--- src/rtl/fvd_pkg.sv ---
// Shared types and constants for the feature vector distance core.
`default_nettype none

package fvd_pkg;

    // Width of the accumulated distance and of its saturation value.
    localparam int DIST_W = 60;
    localparam logic [DIST_W-1:0] DIST_MAX = '1;

    // Result beat data width, the distance padded to whole bytes.
    localparam int M_DATA_W = ((DIST_W + 7) / 8) * 8;

    // Register file layout: one word-aligned register.
    localparam int CFG_ADDR_W = 3;
    localparam logic REG_DISTANCE_MODE = 1'b0;

    // Depth of the queue between the front end and the execution unit.
    localparam int QUEUE_DEPTH = 4;
    localparam int QUEUE_PTR_W = $clog2(QUEUE_DEPTH);
    localparam int QUEUE_CNT_W = $clog2(QUEUE_DEPTH + 1);

    // Distance kinds selected by the mode register.
    typedef enum logic [1:0] {
        MODE_L1  = 2'd0,
        MODE_L2  = 2'd1,
        MODE_CHI = 2'd2,
        MODE_BAD = 2'd3
    } mode_t;

    // Execution unit states.
    typedef enum logic [1:0] {
        BK_IDLE,
        BK_MUL,
        BK_DIV,
        BK_ACC
    } back_state_t;

    // Queue status flags, full and empty, seen by the top level.
    typedef struct packed {
        logic full;
        logic empty;
    } queue_status_t;

endpackage

`default_nettype wire

--- src/rtl/fvd_front.sv ---
// Front end: accepts element pairs, forms |a-b| and a+b+1, tags them with the mode.
`default_nettype none

module fvd_front #(
    parameter int SAMPLE_BITS = 16,
    parameter int S_DATA_W    = 32,
    parameter int ENTRY_W     = 2 * SAMPLE_BITS + 4
) (
    input  wire logic                aclk,
    input  wire logic                aresetn,
    input  wire logic                s_tvalid,
    output logic                     s_tready,
    input  wire logic [S_DATA_W-1:0] s_tdata,
    input  wire logic                s_tlast,
    input  wire fvd_pkg::mode_t      mode,
    output logic                     push_valid,
    input  wire logic                push_ready,
    output logic [ENTRY_W-1:0]       push_data
);
    import fvd_pkg::*;

    typedef struct packed {
        mode_t                  mode;
        logic                   last;
        logic [SAMPLE_BITS-1:0] diff;
        logic [SAMPLE_BITS:0]   dsum;
    } entry_t;

    logic [SAMPLE_BITS-1:0] elem_a;
    logic [SAMPLE_BITS-1:0] elem_b;
    entry_t                 entry_next;
    entry_t                 entry_reg;
    logic                   valid_reg;
    logic                   valid_next;

    // Split the beat into the two samples.
    assign elem_a = s_tdata[SAMPLE_BITS-1:0];
    assign elem_b = s_tdata[2*SAMPLE_BITS-1:SAMPLE_BITS];

    // Classify the pair: absolute difference, chi-square divisor and mode.
    always_comb begin
        entry_next.mode = mode;
        entry_next.last = s_tlast;
        entry_next.diff = (elem_a >= elem_b) ? (elem_a - elem_b) : (elem_b - elem_a);
        entry_next.dsum = {1'b0, elem_a} + {1'b0, elem_b} + {{SAMPLE_BITS{1'b0}}, 1'b1};
    end

    // The stage takes a new beat whenever its register is empty or drains.
    assign s_tready   = !valid_reg || push_ready;
    assign push_valid = valid_reg;
    assign push_data  = entry_reg;

    always_comb begin
        valid_next = valid_reg;
        if (s_tvalid && s_tready) begin
            valid_next = 1'b1;
        end else if (push_ready) begin
            valid_next = 1'b0;
        end
    end

    always_ff @(posedge aclk) begin
        if (!aresetn) begin
            valid_reg <= 1'b0;
        end else begin
            valid_reg <= valid_next;
        end
    end

    always_ff @(posedge aclk) begin
        if (s_tvalid && s_tready) begin
            entry_reg <= entry_next;
        end
    end

endmodule

`default_nettype wire

--- src/rtl/fvd_queue.sv ---
// Short queue that decouples the front end from the execution unit.
`default_nettype none

module fvd_queue #(
    parameter int WIDTH = 36
) (
    input  wire logic              aclk,
    input  wire logic              aresetn,
    input  wire logic              push_valid,
    output logic                   push_ready,
    input  wire logic [WIDTH-1:0]  push_data,
    output logic                   pop_valid,
    input  wire logic              pop_ready,
    output logic [WIDTH-1:0]       pop_data,
    output fvd_pkg::queue_status_t status
);
    import fvd_pkg::*;

    logic [WIDTH-1:0]       slot_reg [QUEUE_DEPTH];
    logic [QUEUE_PTR_W-1:0] wr_ptr_reg;
    logic [QUEUE_PTR_W-1:0] rd_ptr_reg;
    logic [QUEUE_CNT_W-1:0] count_reg;
    logic                   do_push;
    logic                   do_pop;

    assign status.full  = (count_reg == QUEUE_CNT_W'(QUEUE_DEPTH));
    assign status.empty = (count_reg == '0);
    assign push_ready   = !status.full;
    assign pop_valid    = !status.empty;
    assign pop_data     = slot_reg[rd_ptr_reg];
    assign do_push      = push_valid && push_ready;
    assign do_pop       = pop_valid && pop_ready;

    // Pointers wrap naturally since the depth is a power of two.
    always_ff @(posedge aclk) begin
        if (!aresetn) begin
            wr_ptr_reg <= '0;
            rd_ptr_reg <= '0;
            count_reg  <= '0;
        end else begin
            if (do_push) begin
                wr_ptr_reg <= wr_ptr_reg + 1'b1;
            end
            if (do_pop) begin
                rd_ptr_reg <= rd_ptr_reg + 1'b1;
            end
            if (do_push && !do_pop) begin
                count_reg <= count_reg + 1'b1;
            end else if (do_pop && !do_push) begin
                count_reg <= count_reg - 1'b1;
            end
        end
    end

    always_ff @(posedge aclk) begin
        if (do_push) begin
            slot_reg[wr_ptr_reg] <= push_data;
        end
    end

endmodule

`default_nettype wire

--- src/rtl/fvd_back.sv ---
// Execution unit: term arithmetic, serial divider, saturating accumulator, result register.
`default_nettype none

module fvd_back #(
    parameter int SAMPLE_BITS = 16,
    parameter int FRAC_BITS   = 8,
    parameter int ENTRY_W     = 2 * SAMPLE_BITS + 4
) (
    input  wire logic                         aclk,
    input  wire logic                         aresetn,
    input  wire logic                         pop_valid,
    output logic                              pop_ready,
    input  wire logic [ENTRY_W-1:0]           pop_data,
    output logic                              m_tvalid,
    input  wire logic                         m_tready,
    output logic [fvd_pkg::M_DATA_W-1:0]      m_tdata,
    output logic [0:0]                        m_tuser
);
    import fvd_pkg::*;

    localparam int NUM_W  = 2 * SAMPLE_BITS + FRAC_BITS;
    localparam int WIDE_W = (NUM_W > DIST_W) ? NUM_W : DIST_W;
    localparam int CNT_W  = $clog2(NUM_W + 1);

    typedef struct packed {
        mode_t                  mode;
        logic                   last;
        logic [SAMPLE_BITS-1:0] diff;
        logic [SAMPLE_BITS:0]   dsum;
    } entry_t;

    entry_t                     entry;
    back_state_t                state_reg, state_next;
    mode_t                      mode_reg, mode_next;
    logic                       last_reg, last_next;
    logic [SAMPLE_BITS-1:0]     diff_reg, diff_next;
    logic [SAMPLE_BITS:0]       dsum_reg, dsum_next;
    logic [NUM_W-1:0]           num_reg, num_next;
    logic [SAMPLE_BITS:0]       rem_reg, rem_next;
    logic [CNT_W-1:0]           cnt_reg, cnt_next;
    logic [DIST_W-1:0]          term_reg, term_next;
    logic [DIST_W-1:0]          acc_reg, acc_next;
    logic                       out_valid_reg, out_valid_next;
    logic [DIST_W-1:0]          dist_reg, dist_next;
    logic                       err_reg, err_next;
    logic [2*SAMPLE_BITS-1:0]   square;
    logic [NUM_W-1:0]           square_scaled;
    logic [SAMPLE_BITS+1:0]     rem_shift;
    logic                       qbit;
    logic [NUM_W-1:0]           num_shift;
    logic [DIST_W:0]            acc_sum;
    logic [DIST_W-1:0]          acc_sat;

    // Clamp a wide term to the largest distance.
    function automatic logic [DIST_W-1:0] sat_term(input logic [WIDE_W-1:0] v);
        logic [DIST_W-1:0] r;
        if (v > WIDE_W'(DIST_MAX)) begin
            r = DIST_MAX;
        end else begin
            r = v[DIST_W-1:0];
        end
        return r;
    endfunction

    assign entry = entry_t'(pop_data);

    // Combinational datapath pieces for the square, the divider and the accumulator.
    assign square        = diff_reg * diff_reg;
    assign square_scaled = NUM_W'(square) << FRAC_BITS;
    assign rem_shift     = {rem_reg, num_reg[NUM_W-1]};
    assign qbit          = (rem_shift >= {1'b0, dsum_reg});
    assign num_shift     = {num_reg[NUM_W-2:0], qbit};
    assign acc_sum       = {1'b0, acc_reg} + {1'b0, term_reg};
    assign acc_sat       = acc_sum[DIST_W] ? DIST_MAX : acc_sum[DIST_W-1:0];

    // Sequencer: load, square, divide one quotient bit a cycle, accumulate.
    always_comb begin
        state_next     = state_reg;
        mode_next      = mode_reg;
        last_next      = last_reg;
        diff_next      = diff_reg;
        dsum_next      = dsum_reg;
        num_next       = num_reg;
        rem_next       = rem_reg;
        cnt_next       = cnt_reg;
        term_next      = term_reg;
        acc_next       = acc_reg;
        dist_next      = dist_reg;
        err_next       = err_reg;
        out_valid_next = out_valid_reg && !m_tready;
        pop_ready      = 1'b0;

        case (state_reg)
            BK_IDLE: begin
                pop_ready = 1'b1;
                if (pop_valid) begin
                    mode_next = entry.mode;
                    last_next = entry.last;
                    diff_next = entry.diff;
                    dsum_next = entry.dsum;
                    case (entry.mode)
                        MODE_L1: begin
                            term_next  = sat_term(WIDE_W'(entry.diff) << FRAC_BITS);
                            state_next = BK_ACC;
                        end
                        MODE_L2, MODE_CHI: begin
                            state_next = BK_MUL;
                        end
                        default: begin
                            term_next  = '0;
                            state_next = BK_ACC;
                        end
                    endcase
                end
            end
            BK_MUL: begin
                if (mode_reg == MODE_L2) begin
                    term_next  = sat_term(WIDE_W'(square_scaled));
                    state_next = BK_ACC;
                end else begin
                    num_next   = square_scaled;
                    rem_next   = '0;
                    cnt_next   = CNT_W'(NUM_W);
                    state_next = BK_DIV;
                end
            end
            BK_DIV: begin
                if (qbit) begin
                    rem_next = (SAMPLE_BITS+1)'(rem_shift - {1'b0, dsum_reg});
                end else begin
                    rem_next = rem_shift[SAMPLE_BITS:0];
                end
                num_next = num_shift;
                cnt_next = cnt_reg - 1'b1;
                if (cnt_reg == CNT_W'(1)) begin
                    term_next  = sat_term(WIDE_W'(num_shift));
                    state_next = BK_ACC;
                end
            end
            BK_ACC: begin
                if (!last_reg) begin
                    acc_next   = acc_sat;
                    state_next = BK_IDLE;
                end else if (!out_valid_reg || m_tready) begin
                    // Final element: form the result and clear the sum.
                    out_valid_next = 1'b1;
                    if (mode_reg == MODE_BAD) begin
                        dist_next = '0;
                        err_next  = 1'b1;
                    end else if (mode_reg == MODE_CHI && acc_sat != DIST_MAX) begin
                        dist_next = acc_sat >> 1;
                        err_next  = 1'b0;
                    end else begin
                        dist_next = acc_sat;
                        err_next  = 1'b0;
                    end
                    acc_next   = '0;
                    state_next = BK_IDLE;
                end
            end
            default: begin
                state_next = BK_IDLE;
            end
        endcase
    end

    always_ff @(posedge aclk) begin
        if (!aresetn) begin
            state_reg     <= BK_IDLE;
            acc_reg       <= '0;
            out_valid_reg <= 1'b0;
        end else begin
            state_reg     <= state_next;
            acc_reg       <= acc_next;
            out_valid_reg <= out_valid_next;
        end
    end

    always_ff @(posedge aclk) begin
        mode_reg <= mode_next;
        last_reg <= last_next;
        diff_reg <= diff_next;
        dsum_reg <= dsum_next;
        num_reg  <= num_next;
        rem_reg  <= rem_next;
        cnt_reg  <= cnt_next;
        term_reg <= term_next;
        dist_reg <= dist_next;
        err_reg  <= err_next;
    end

    assign m_tvalid = out_valid_reg;
    assign m_tdata  = M_DATA_W'(dist_reg);
    assign m_tuser  = err_reg;

endmodule

`default_nettype wire

--- src/rtl/feature_vector_distance_core.sv ---
// Feature vector distance core: L1, squared L2 or chi-square over a stream of element pairs.
//
// Input channel (s_): one beat per element pair, elem_a in the low SAMPLE_BITS of s_tdata,
// elem_b above it, s_tlast on the final pair of a vector. Result channel (m_): one beat per
// vector, the distance with FRAC_BITS fraction bits in m_tdata, mode_error in m_tuser.
// The mode register sits at APB byte address 0 and must be written only while the core is idle;
// the core itself does not enforce this. A front register stage and a four-entry queue take
// beats while the execution unit works. The sequencer in fvd_back loads each pair, squares
// it in squared L2 and chi-square mode and adds the term to the sum; in chi-square the square
// first goes through the one-bit-per-cycle restoring divider, which makes chi-square pairs the
// slowest. The last pair of a vector passes the front register, the queue and the sequencer
// before m_tvalid rises from the output register.
// The result waits in an output register while m_tready is low; the queue keeps filling
// and s_tready drops once the front stage and queue are full.
// Synchronous reset clears the mode to L1, the sum, the queue and the output register.
`default_nettype none

module feature_vector_distance_core #(
    parameter int SAMPLE_BITS = 16,
    parameter int FRAC_BITS   = 8
) (
    input  wire logic                               aclk,
    input  wire logic                               aresetn,
    // s_tdata fields from bit 0 up: elem_a, elem_b
    input  wire logic                               s_tvalid,
    output logic                                    s_tready,
    input  wire logic [((2*SAMPLE_BITS+7)/8)*8-1:0] s_tdata,
    input  wire logic                               s_tlast,
    // m_tdata fields from bit 0 up: distance
    output logic                                    m_tvalid,
    input  wire logic                               m_tready,
    output logic [fvd_pkg::M_DATA_W-1:0]            m_tdata,
    // m_tuser fields from bit 0 up: mode_error
    output logic [0:0]                              m_tuser,
    input  wire logic                               psel,
    input  wire logic                               penable,
    input  wire logic                               pwrite,
    input  wire logic [fvd_pkg::CFG_ADDR_W-1:0]     paddr,
    input  wire logic [31:0]                        pwdata,
    output logic [31:0]                             prdata,
    output logic                                    pready
);
    import fvd_pkg::*;

    localparam int S_DATA_W = ((2 * SAMPLE_BITS + 7) / 8) * 8;
    localparam int ENTRY_W  = 2 * SAMPLE_BITS + 4;

    mode_t              mode_reg;
    logic               cfg_write;
    logic               push_valid;
    logic               push_ready;
    logic [ENTRY_W-1:0] push_data;
    logic               pop_valid;
    logic               pop_ready;
    logic [ENTRY_W-1:0] pop_data;
    queue_status_t      q_status;

    // Configuration register.
    assign pready    = 1'b1;
    assign cfg_write = psel && penable && pwrite && pready;

    always_ff @(posedge aclk) begin
        if (!aresetn) begin
            mode_reg <= MODE_L1;
        end else if (cfg_write && paddr[2] == REG_DISTANCE_MODE) begin
            mode_reg <= mode_t'(pwdata[1:0]);
        end
    end

    assign prdata = (paddr[2] == REG_DISTANCE_MODE) ? {30'd0, mode_reg} : 32'd0;

    fvd_front #(
        .SAMPLE_BITS (SAMPLE_BITS),
        .S_DATA_W    (S_DATA_W),
        .ENTRY_W     (ENTRY_W)
    ) u_front (
        .aclk       (aclk),
        .aresetn    (aresetn),
        .s_tvalid   (s_tvalid),
        .s_tready   (s_tready),
        .s_tdata    (s_tdata),
        .s_tlast    (s_tlast),
        .mode       (mode_reg),
        .push_valid (push_valid),
        .push_ready (push_ready),
        .push_data  (push_data)
    );

    fvd_queue #(
        .WIDTH (ENTRY_W)
    ) u_queue (
        .aclk       (aclk),
        .aresetn    (aresetn),
        .push_valid (push_valid),
        .push_ready (push_ready),
        .push_data  (push_data),
        .pop_valid  (pop_valid),
        .pop_ready  (pop_ready),
        .pop_data   (pop_data),
        .status     (q_status)
    );

    fvd_back #(
        .SAMPLE_BITS (SAMPLE_BITS),
        .FRAC_BITS   (FRAC_BITS),
        .ENTRY_W     (ENTRY_W)
    ) u_back (
        .aclk      (aclk),
        .aresetn   (aresetn),
        .pop_valid (pop_valid),
        .pop_ready (pop_ready),
        .pop_data  (pop_data),
        .m_tvalid  (m_tvalid),
        .m_tready  (m_tready),
        .m_tdata   (m_tdata),
        .m_tuser   (m_tuser)
    );

    // An error result never carries a distance.
    assert property (@(posedge aclk) disable iff (!aresetn)
        (m_tvalid && m_tuser[0]) |-> (m_tdata == '0))
        else $error("error result carries a nonzero distance");

    // The queue is never reported full and empty at once.
    assert property (@(posedge aclk) disable iff (!aresetn)
        !(q_status.full && q_status.empty))
        else $error("queue status is inconsistent");

    // Reset leaves no result pending.
    assert property (@(posedge aclk) !aresetn |=> !m_tvalid)
        else $error("result valid right after reset");

    // A full queue holds back the front stage.
    assert property (@(posedge aclk) disable iff (!aresetn)
        (q_status.full && !pop_ready) |-> !push_ready)
        else $error("queue accepted an entry while full");

endmodule

`default_nettype wire

--- config.mk ---
export PLATFORM = sky130hd
export DESIGN_NAME = feature_vector_distance_core
export DESIGN_NICKNAME = d
export VERILOG_FILES = /design/src/rtl/fvd_pkg.sv /design/src/rtl/fvd_front.sv /design/src/rtl/fvd_queue.sv /design/src/rtl/fvd_back.sv /design/src/rtl/feature_vector_distance_core.sv
export SDC_FILE = /design/constraint.sdc
export NUM_CORES = 1
export LEC_CHECK = 0
export ABC_CLOCK_PERIOD_IN_PS = 8800
export BUFFER_PORTS_ARGS = -buffer_cell sky130_fd_sc_hd__clkbuf_2
export CORE_MARGIN = 2
export CORE_UTILIZATION = 40
export CTS_BUF_LIST = sky130_fd_sc_hd__clkbuf_2
export DETAILED_ROUTE_END_ITERATION = 16
export PLACE_DENSITY_LB_ADDON = 0.08
export SLEW_MARGIN = 25
export SYNTH_ARGS = -nofsm -noshare
export SYNTH_HDL_FRONTEND = slang
export SYNTH_SLANG_ARGS = --single-unit
--- constraint.sdc ---
create_clock -name aclk -period 8.8 [get_ports aclk]
set_input_delay 1.76 -clock aclk [delete_from_list [all_inputs] [get_ports aclk]]
set_output_delay 1.76 -clock aclk [all_outputs]
set_load 0.01 [all_outputs]
After elaboration in Yosys (flattened, before gate mapping)
Memory sizes are Yosys's and may differ from the RTL's. A register that Yosys moved wholly into a read port is not among the register bits.
Index checks and enable logic that the tools add are counted.

storage, ports and cells
  bits in read-only memories = 0
  flip-flop bits (word level) = 329
  logic and storage cells = 132
  bits of input ports = 75
  memories = 1
  output and inout port bits = 100
  RAM bits = 144
  latch bits = 0

memories
  memory            depth  width  read ports  clocked after memory_dff  wr ports  RTL line         source
  u_queue.slot_reg  4      36     1           1                         1         fvd_queue.sv:19  logic [WIDTH-1:0] slot_reg [QUEUE_DEPTH];

cells by class
  muxes and demuxes = 39
  shift operators = 0
  add/sub/neg operators = 11
  multipliers = 1
  magnitude comparators = 3
  reductions and logical operators = 33
  div/mod/pow operators = 0
  equality and inequality tests = 19
  bitwise gates (word level) = 2

operator list
  kind                   number
  $mux 60                7
  $pmux 60 s3            1
  $pmux 60 s2            1
  $pmux 40 s2            1
  $add 60x60->61         1
  $gt 24x60->1 const B   1
  $ne 60x60->1 const B   1
  $mux 59                1
  $mux 40                1
  $mux 17                2
  $pmux 17 s2            1
  $mul 16x16->32         1
  $sub 16x16->16         2
  $ge 18x17->1           1
  $add 16x16->17         1
  $add 17x1->17 const B  1
  $sub 17x17->17         1
  $ge 16x16->1           1
  $mux 16                1
  $mux 2                 8
  $pmux 6 s2             1
  $eq 2x2->1 const B     5
  $logic_and 1x1->1      10
  $mux 1                 10
  24 further kinds       47

Longest topological paths before layout
Gate-level depths: netlist of the first run.

  depth after elaboration = 7
  mapped depth = 29
  gate-level depth less buffers = 28

Modules after synthesis
From an unflattened synthesis of the first run, not the netlist that was laid out.

second synthesis, totals
  cell total of the unflattened synthesis = 3030
  area, all modules = 31936.9 µm²

by module, submodules not included
  module                        sequential area each (µm²)  times used  cells each  area an instance (µm²)
  fvd_back                      7267.0                      1           2374        22295.1
  fvd_queue                     4504.3                      1           239         5756.8
  fvd_front                     1101.1                      1           373         3538.4
  feature_vector_distance_core  40.0                        1           44          346.6

Least setup slack after synthesis of the first run
No wires, ideal clock.

  path type = register to register
  start point = register u_back.diff_reg[4]
  end point = register u_back.num_reg[39], data pin
  cell stages (with the launch flop) = 26
  setup time = 0.260 ns
  data required time = 8.540 ns
  arrival = 6.504 ns
  buffers on the path = 2
  period minus slack after synthesis = 6.764 ns
  slack = 2.036 ns
  cells stage by stage = edfxtp_1 > clkbuf_1 > clkbuf_1 > nand2_1 > fa_1 > inv_1 > fa_1 > fa_1 > fa_1 > fa_1 > inv_1 > fa_1 > inv_1 > ha_1 > nand4_1 > nor2_1 > nand2_1 > a2111oi_0 > nor3_1 > nor2_1 > a211oi_1 > o21bai_1 > a21o_1 > a21o_1 > xnor2_1 > mux2_2

between the ends
  longest elaborated chain between the ends = 3

RTL lines
  element                  RTL line         source
  from (decl)              fvd_back.sv:36   logic [SAMPLE_BITS-1:0] diff_reg, diff_next;
  from (signal assigned)   fvd_back.sv:182  diff_reg <= diff_next;
  $mul 16x16->32           fvd_back.sv:68   assign square = diff_reg * diff_reg;
  $mux 40                  fvd_back.sv:117  if (mode_reg == MODE_L2) begin
  $pmux 40 s2              fvd_back.sv:93   case (state_reg)
  via u_back.num_next[39]  fvd_back.sv:38   logic [NUM_W-1:0] num_reg, num_next;
  to (signal assigned)     fvd_back.sv:184  num_reg <= num_next;
  to (decl)                fvd_back.sv:38

The timed path passes the listed nets, and every way through them passes these cells. The select of a mux whose other input is x is not followed.
A chain may end at the register's enable or synchronous reset.

Worst setup path after layout of the first run
  start point = register u_back.diff_reg[13]
  end point = register u_back.num_reg[39], data pin

The elaborated chain is that of the path after synthesis.

==> impl_metrics.py, run 1 <==
metrics = {
    "sta": {
        "tightest_slew_ns": 1.02,
        "fin_crit_sh_pct": 87.3,
        "hold_viol": 0,
        "fin_setup_tns_ns": 0,
        "finalClockSkew_ns": 0.212,
        "max_freq_ghz": 0.130,
        "finalCriticalPeriod_ns": 7.68,
        "setup_violations": 0,
        "max_slew_margin_pct": 31.4,
        "fin_ws_ns": 1.12,
        "rsz0062_at_grt": "no",
        "final-max-slew-violation-count": 0,
    },
    "die": {
        "core_area_mm2": 0.0776,
        "die_w_um": 284,
        "io_pins": 175,
        "die_area_mm2": 0.0809,
        "initial_core_util_pct": 40.5,
        "fp.dieH_um": 284,
        "num_rows": 102,
    },
    "setup_path": {
        "worstRegToRegCells": 24,
        "worst_setup_path_start_kind": "register",
        "rr_endpoint": "u_back.num_reg[39]",
        "critical_path.max_fanout": 18,
        "reg2reg_slack_ns": 1.12,
        "critPathKind": "register to register",
        "crit_required_ns": 9.73,
        "crit_buf_inv": 4,
        "crit_family": "adder cells",
        "crit_path_top_delay_cell": "edfxtp_1",
        "r2r_start": "u_back.diff_reg[13]",
        "max_stage_delay_ns": 0.90,
        "startpoint": "u_back.diff_reg[13]",
        "cp.depth": 24,
        "cp_common_cell": "fa_1",
        "end_kind": "register",
        "path_cells": "nand2_1 -> inv_1 -> fa_1 -> fa_1 -> fa_1 -> fa_1 -> fa_1 -> inv_1 -> fa_1 -> inv_1 -> ha_1 -> nand4_1 -> nor2_1 -> nand2_1 -> a2111oi_0 -> buf_4 -> nor3_1 -> nor2_1 -> a211oi_1 -> o21bai_1 -> a21o_1 -> a21o_1 -> xnor2_1 -> mux2_2",
        "cp_data_arrival_time_ns": 8.61,
    },
    "drt": {
        "drc": 0,
        "drtAntennaViolNets": 0,
        "vias": 22000,
        "vias_per_cell": 5.18,
        "drt_wl_total_mm": 80.4,
        "drtPass1Iterations": 5,
        "drt-wirelength-per-cell_um": 18.9,
        "drt_iter0_drc": 1232,
    },
    "cells_and_area": {
        "fin_util_pct": 44.1,
        "finalNetCount": 3562,
        "layout-drive-gt1-share_pct": 14.0,
        "syn2layout_area_growth_pct": 8.86,
        "largest_reg_flops": 144,
        "final_area_mm2": 0.0342,
    },
    "synthesis": {
        "synth-edff-count": 380,
        "synth_commonest_cells": "edfxtp_1 (380), inv_1 (367), nand2_1 (256)",
        "ys_types": 85,
        "synth_top_area_share_pct": 36.3,
        "ys_warn_count": 0,
        "ys_seq_area_share_pct": 41.1,
        "yosys.area.top_type": "edfxtp_1",
        "synthFlopType": "edfxtp_1",
        "async_reset_ff_share_pct": 0,
        "synth_cells": 2970,
        "synth.most_common_cell": "edfxtp_1",
        "yosys_register_bits": 455,
        "netlist_top_cells_area": "edfxtp_1 (36%), fa_1 (11%), ha_1 (8.6%)",
        "syn_area_mm2": 0.0314,
        "syn_avg_cell_area_um2": 10.6,
    },
    "clock_network": {
        "cts_hold_buf": 0,
        "cts_resized": 0,
        "cts.clk_slew.worst_paths_ns": 0.11,
        "numCtsBuffers": 121,
        "postCtsSetupBuffers": 0,
        "clk_latency_ns": 1.24,
        "clock_path_buffers": 3,
        "root_buffer": "clkbuf_2",
        "cts-htree-levels": 3,
        "cts_tree": "yes",
        "clock_sinks": 455,
    },
    "place": {
        "place_hpwl_mm": 59.5,
        "place.gp.congestion": 0.908,
        "pre_cts_ws_ns": 1.24,
        "io_buffers": 107,
        "placed_cell_area_mm2": 0.0329,
    },
    "min_path": {
        "hold_start": "u_front.push_data[9]",
        "worstHoldPathCells": 0,
        "min_to": "u_queue.slot_reg[0][9]",
        "hp-class": "register to register",
    },
    "run_status": {
        "status": "finished, final reports clean",
    },
    "run": {
        "cap_violations": 0,
    },
    "global_route": {
        "grt_pass1_vias": 23000,
        "grt_pass1_wl_mm": 127,
        "overflow": 0,
        "grt_max_degree": 94,
        "antenna_found_initial": 2,
        "grt_usage_pct": 19.9,
    },
}
placed cells by master (no fill, tap or decap), types with 36 or more instances in the layout:
cell / count
mux2i_1: 41
a21o_1: 53
nor2_1: 187
ha_1: 216
dfxtp_1: 74
o21ai_0: 93
a22oi_1: 63
xnor2_1: 82
fa_1: 170
mux4_2: 36
nand2b_1: 38
clkbuf_2: 286
nor2b_1: 68
inv_1: 366
xor2_1: 50
a21oi_1: 154
nand2_1: 255
edfxtp_1: 380
and2_1: 76
kinds of logic (layout without fill, tap and decap cells):
group / Yosys count / after routing / synth area share, %
other: 2 / 37 / 0.0239
buffers and inverters: 533 / 737 / 6.93
and+or+nand+nor: 796 / 796 / 12.2
adders and majority gates: 387 / 387 / 19.5
muxes: 98 / 98 / 4.64
xor gates and xnor gates: 132 / 132 / 3.68
AOI/OAI and AO/OA: 567 / 567 / 12.0
DFF: 455 / 455 / 41.1
worst max-delay path by stage:
stage | end | slack [ns]
floorplan | u_back.num_reg[39] | 2.04
global placement | u_back.num_reg[39] | 1.22
CTS | u_back.num_reg[39] | 1.24
global route | u_back.num_reg[39] | 0.73
detailed placement | u_back.num_reg[39] | 1.24
finish | u_back.num_reg[39] | 1.12
layer usage:
| metal | GRT usage, % | routed length, um | vias up | part of all wire (%) |
|---|---|---|---|---|
| met5 | 0 | 0 | - | 0 |
| met4 | 6.32 | 1980 | 0 | 2.5 |
| met3 | 3.01 | 3130 | 130 | 3.9 |
| met2 | 34.9 | 39600 | 502 | 49 |
| met1 | 25.3 | 35700 | 10800 | 44 |
| li1 | - | - | 10600 | - |
final cells by class:
class,count,area [um^2]
flip-flops and latches,455,12900
fillers,7622,43400
diodes,2,5.00
repair buffers,139,803
clock inverters,51,384
well taps,1040,1300
multi-input cells,2015,16600
clock buffers,179,896
inverters,368,1380
per-stage QoR:
stage               hold WS (ns)  std cells
CTS                        0.380       4246
floorplan                  0.422       3003
finish                     0.402       4249
detailed placement         0.483       4016
global route               0.447       4249
global placement           0.465       4015
Power of run 1 is left out: the tool's default activity adds up to more than one toggle a clock period on the data nets, which glitch-free logic cannot reach.
==> inputs of run 2 (changes only) <==
REMOVE_ABC_BUFFERS = 1   (was default)
==> run 2 against run 1 <==
Compared with the run above:
- die area did not move
- critical path depth increased by 2
- first-iteration DRC count is 2.4% lower
- global-route usage fell by 0.060 points
- register-to-register slack improved by 0.13 ns
- critical path type unchanged
- largest cell class unchanged
==> impl_metrics.py, run 2 (synthesized netlist as in run 1, its figures left out) <==
metrics = {
    "run_status": {
        "status": "finished, final reports clean",
    },
    "clock_network": {
        "cts.clk_slew.worst_paths_ns": 0.13,
        "cts_tree": "yes",
        "root_buffer": "clkbuf_2",
        "clock_sinks": 455,
        "cts_hold_buf": 0,
        "clock_path_buffers": 3,
        "numCtsBuffers": 119,
        "cts_resized": 0,
        "cts-htree-levels": 3,
        "postCtsSetupBuffers": 0,
        "clk_latency_ns": 1.21,
    },
    "cells_and_area": {
        "layout-drive-gt1-share_pct": 13.9,
        "syn2layout_area_growth_pct": 8.59,
        "final_common_cell": "edfxtp_1",
        "stdcell_count": 4239,
        "final_cell_mix": "edfxtp_1 (380), inv_1 (367), clkbuf_2 (283)",
        "final_area_mm2": 0.0341,
        "fin_util_pct": 44.0,
        "finalNetCount": 3558,
        "largest_reg_flops": 144,
        "fill_cells": 7544,
    },
    "setup_path": {
        "worst_setup_path_start_kind": "register",
        "reg2reg_slack_ns": 1.25,
        "crit_required_ns": 9.68,
        "critPathKind": "register to register",
        "worstRegToRegCells": 26,
        "critical_path.max_fanout": 13,
        "cp_data_arrival_time_ns": 8.43,
        "r2r_start": "u_back.diff_reg[12]",
        "end_kind": "register",
        "startpoint": "u_back.diff_reg[12]",
        "rr_endpoint": "u_back.num_reg[38]",
    },
    "place": {
        "place_hpwl_mm": 58.6,
        "placed_cell_area_mm2": 0.0329,
        "placedCellCount": 4015,
        "place.gp.congestion": 0.898,
        "io_buffers": 107,
    },
    "drt": {
        "drtPass1Iterations": 5,
        "drt-wirelength-per-cell_um": 18.8,
        "drt_iter0_drc": 1203,
        "vias_per_cell": 5.18,
        "vias": 21900,
        "drtAntennaViolNets": 0,
        "drc": 0,
        "drt_wl_total_mm": 79.8,
    },
    "sta": {
        "finalCriticalPeriod_ns": 7.55,
        "setup_violations": 0,
        "fin_crit_sh_pct": 85.8,
        "max_freq_ghz": 0.132,
        "hold_viol": 0,
        "fin_setup_tns_ns": 0,
        "tightest_slew_ns": 1.02,
        "finalClockSkew_ns": 0.161,
        "rsz0062_at_grt": "no",
        "final-max-slew-violation-count": 0,
        "max_slew_margin_pct": 32.1,
    },
    "die": {
        "die_area_mm2": 0.0809,
        "num_rows": 102,
        "core_area_mm2": 0.0776,
        "fp.dieH_um": 284,
        "io_pins": 175,
        "die_w_um": 284,
        "initial_core_util_pct": 40.5,
    },
    "global_route": {
        "antenna_found_initial": 2,
        "grt_max_degree": 72,
        "overflow": 0,
        "grt_pass1_wl_mm": 127,
        "grt_pass1_vias": 23100,
        "grt_usage_pct": 19.9,
    },
    "min_path": {
        "min_to": "u_queue.slot_reg[1][33]",
        "worstHoldPathCells": 0,
        "hp-class": "register to register",
        "hold_start": "u_front.push_data[33]",
    },
    "run": {
        "cap_violations": 0,
    },
}
## run 2: cell count changes in the layout (fill, tap and decap cells not counted), moves of 3 or more
| cell | delta |
|---|---|
| and2_1 | -4 |
| and2_2 | +4 |
| clkinv_1 | -5 |
| clkbuf_2 | -3 |
## run 2: area by class of cell
class	instances	area, um^2	share of cell area (%)
repair buffers	137	768	2.25
inverters	368	1380	4.04
well taps	1040	1300	3.81
diodes	3	7.51	0.0220
multi-input cells	2015	16600	48.5
flip-flops and latches	455	12900	37.8
clock buffers	176	881	2.58
clock inverters	45	343	1.00
## run 2: critical path, cell delays in order, from the launching register on
cell and delay, ns:
edfxtp_1 0.79, inv_1 0.33, nor2_1 0.28, ha_1 0.30, xor2_1 0.18, fa_1 0.51, inv_1 0.06, fa_1 0.51
fa_1 0.44, fa_1 0.54, inv_1 0.05, fa_1 0.54, inv_1 0.05, ha_1 0.36, a21o_1 0.18, a21o_1 0.19
a21o_1 0.18, a21o_1 0.17, a21o_1 0.17, a21oi_1 0.17, o221ai_1 0.20, a41o_1 0.30, o21ai_0 0.21, a21oi_1 0.10
nor2_1 0.22, xor2_1 0.16, o21ai_0 0.09
## run 2: per-stage QoR
step | setup WS, ns | hold slack [ns]
floorplan | 2.02 | 0.422
global placement | 1.29 | 0.459
detailed placement | 1.24 | 0.448
CTS | 1.21 | 0.473
global route | 0.861 | 0.506
finish | 1.25 | 0.482
## run 2: worst max-delay path by stage
stage,to,slack [ns],depth (start not counted)
floorplan,u_back.num_reg[38],2.02,25
detailed placement,u_back.num_reg[39],1.24,24
global placement,u_back.num_reg[38],1.29,26
finish,u_back.num_reg[38],1.25,26
global route,u_back.num_reg[38],0.86,26
CTS,u_back.num_reg[38],1.21,26
## run 2: per-layer routing
metal	vias to the layer above	GRT usage (%)	wire [um]
li1	10600	-	-
met1	10800	25.7	36500
met2	447	33.9	38100
met3	132	3.03	2920
met4	0	6.89	2300
met5	-	0	0
Power of run 2 is left out for the same reason.
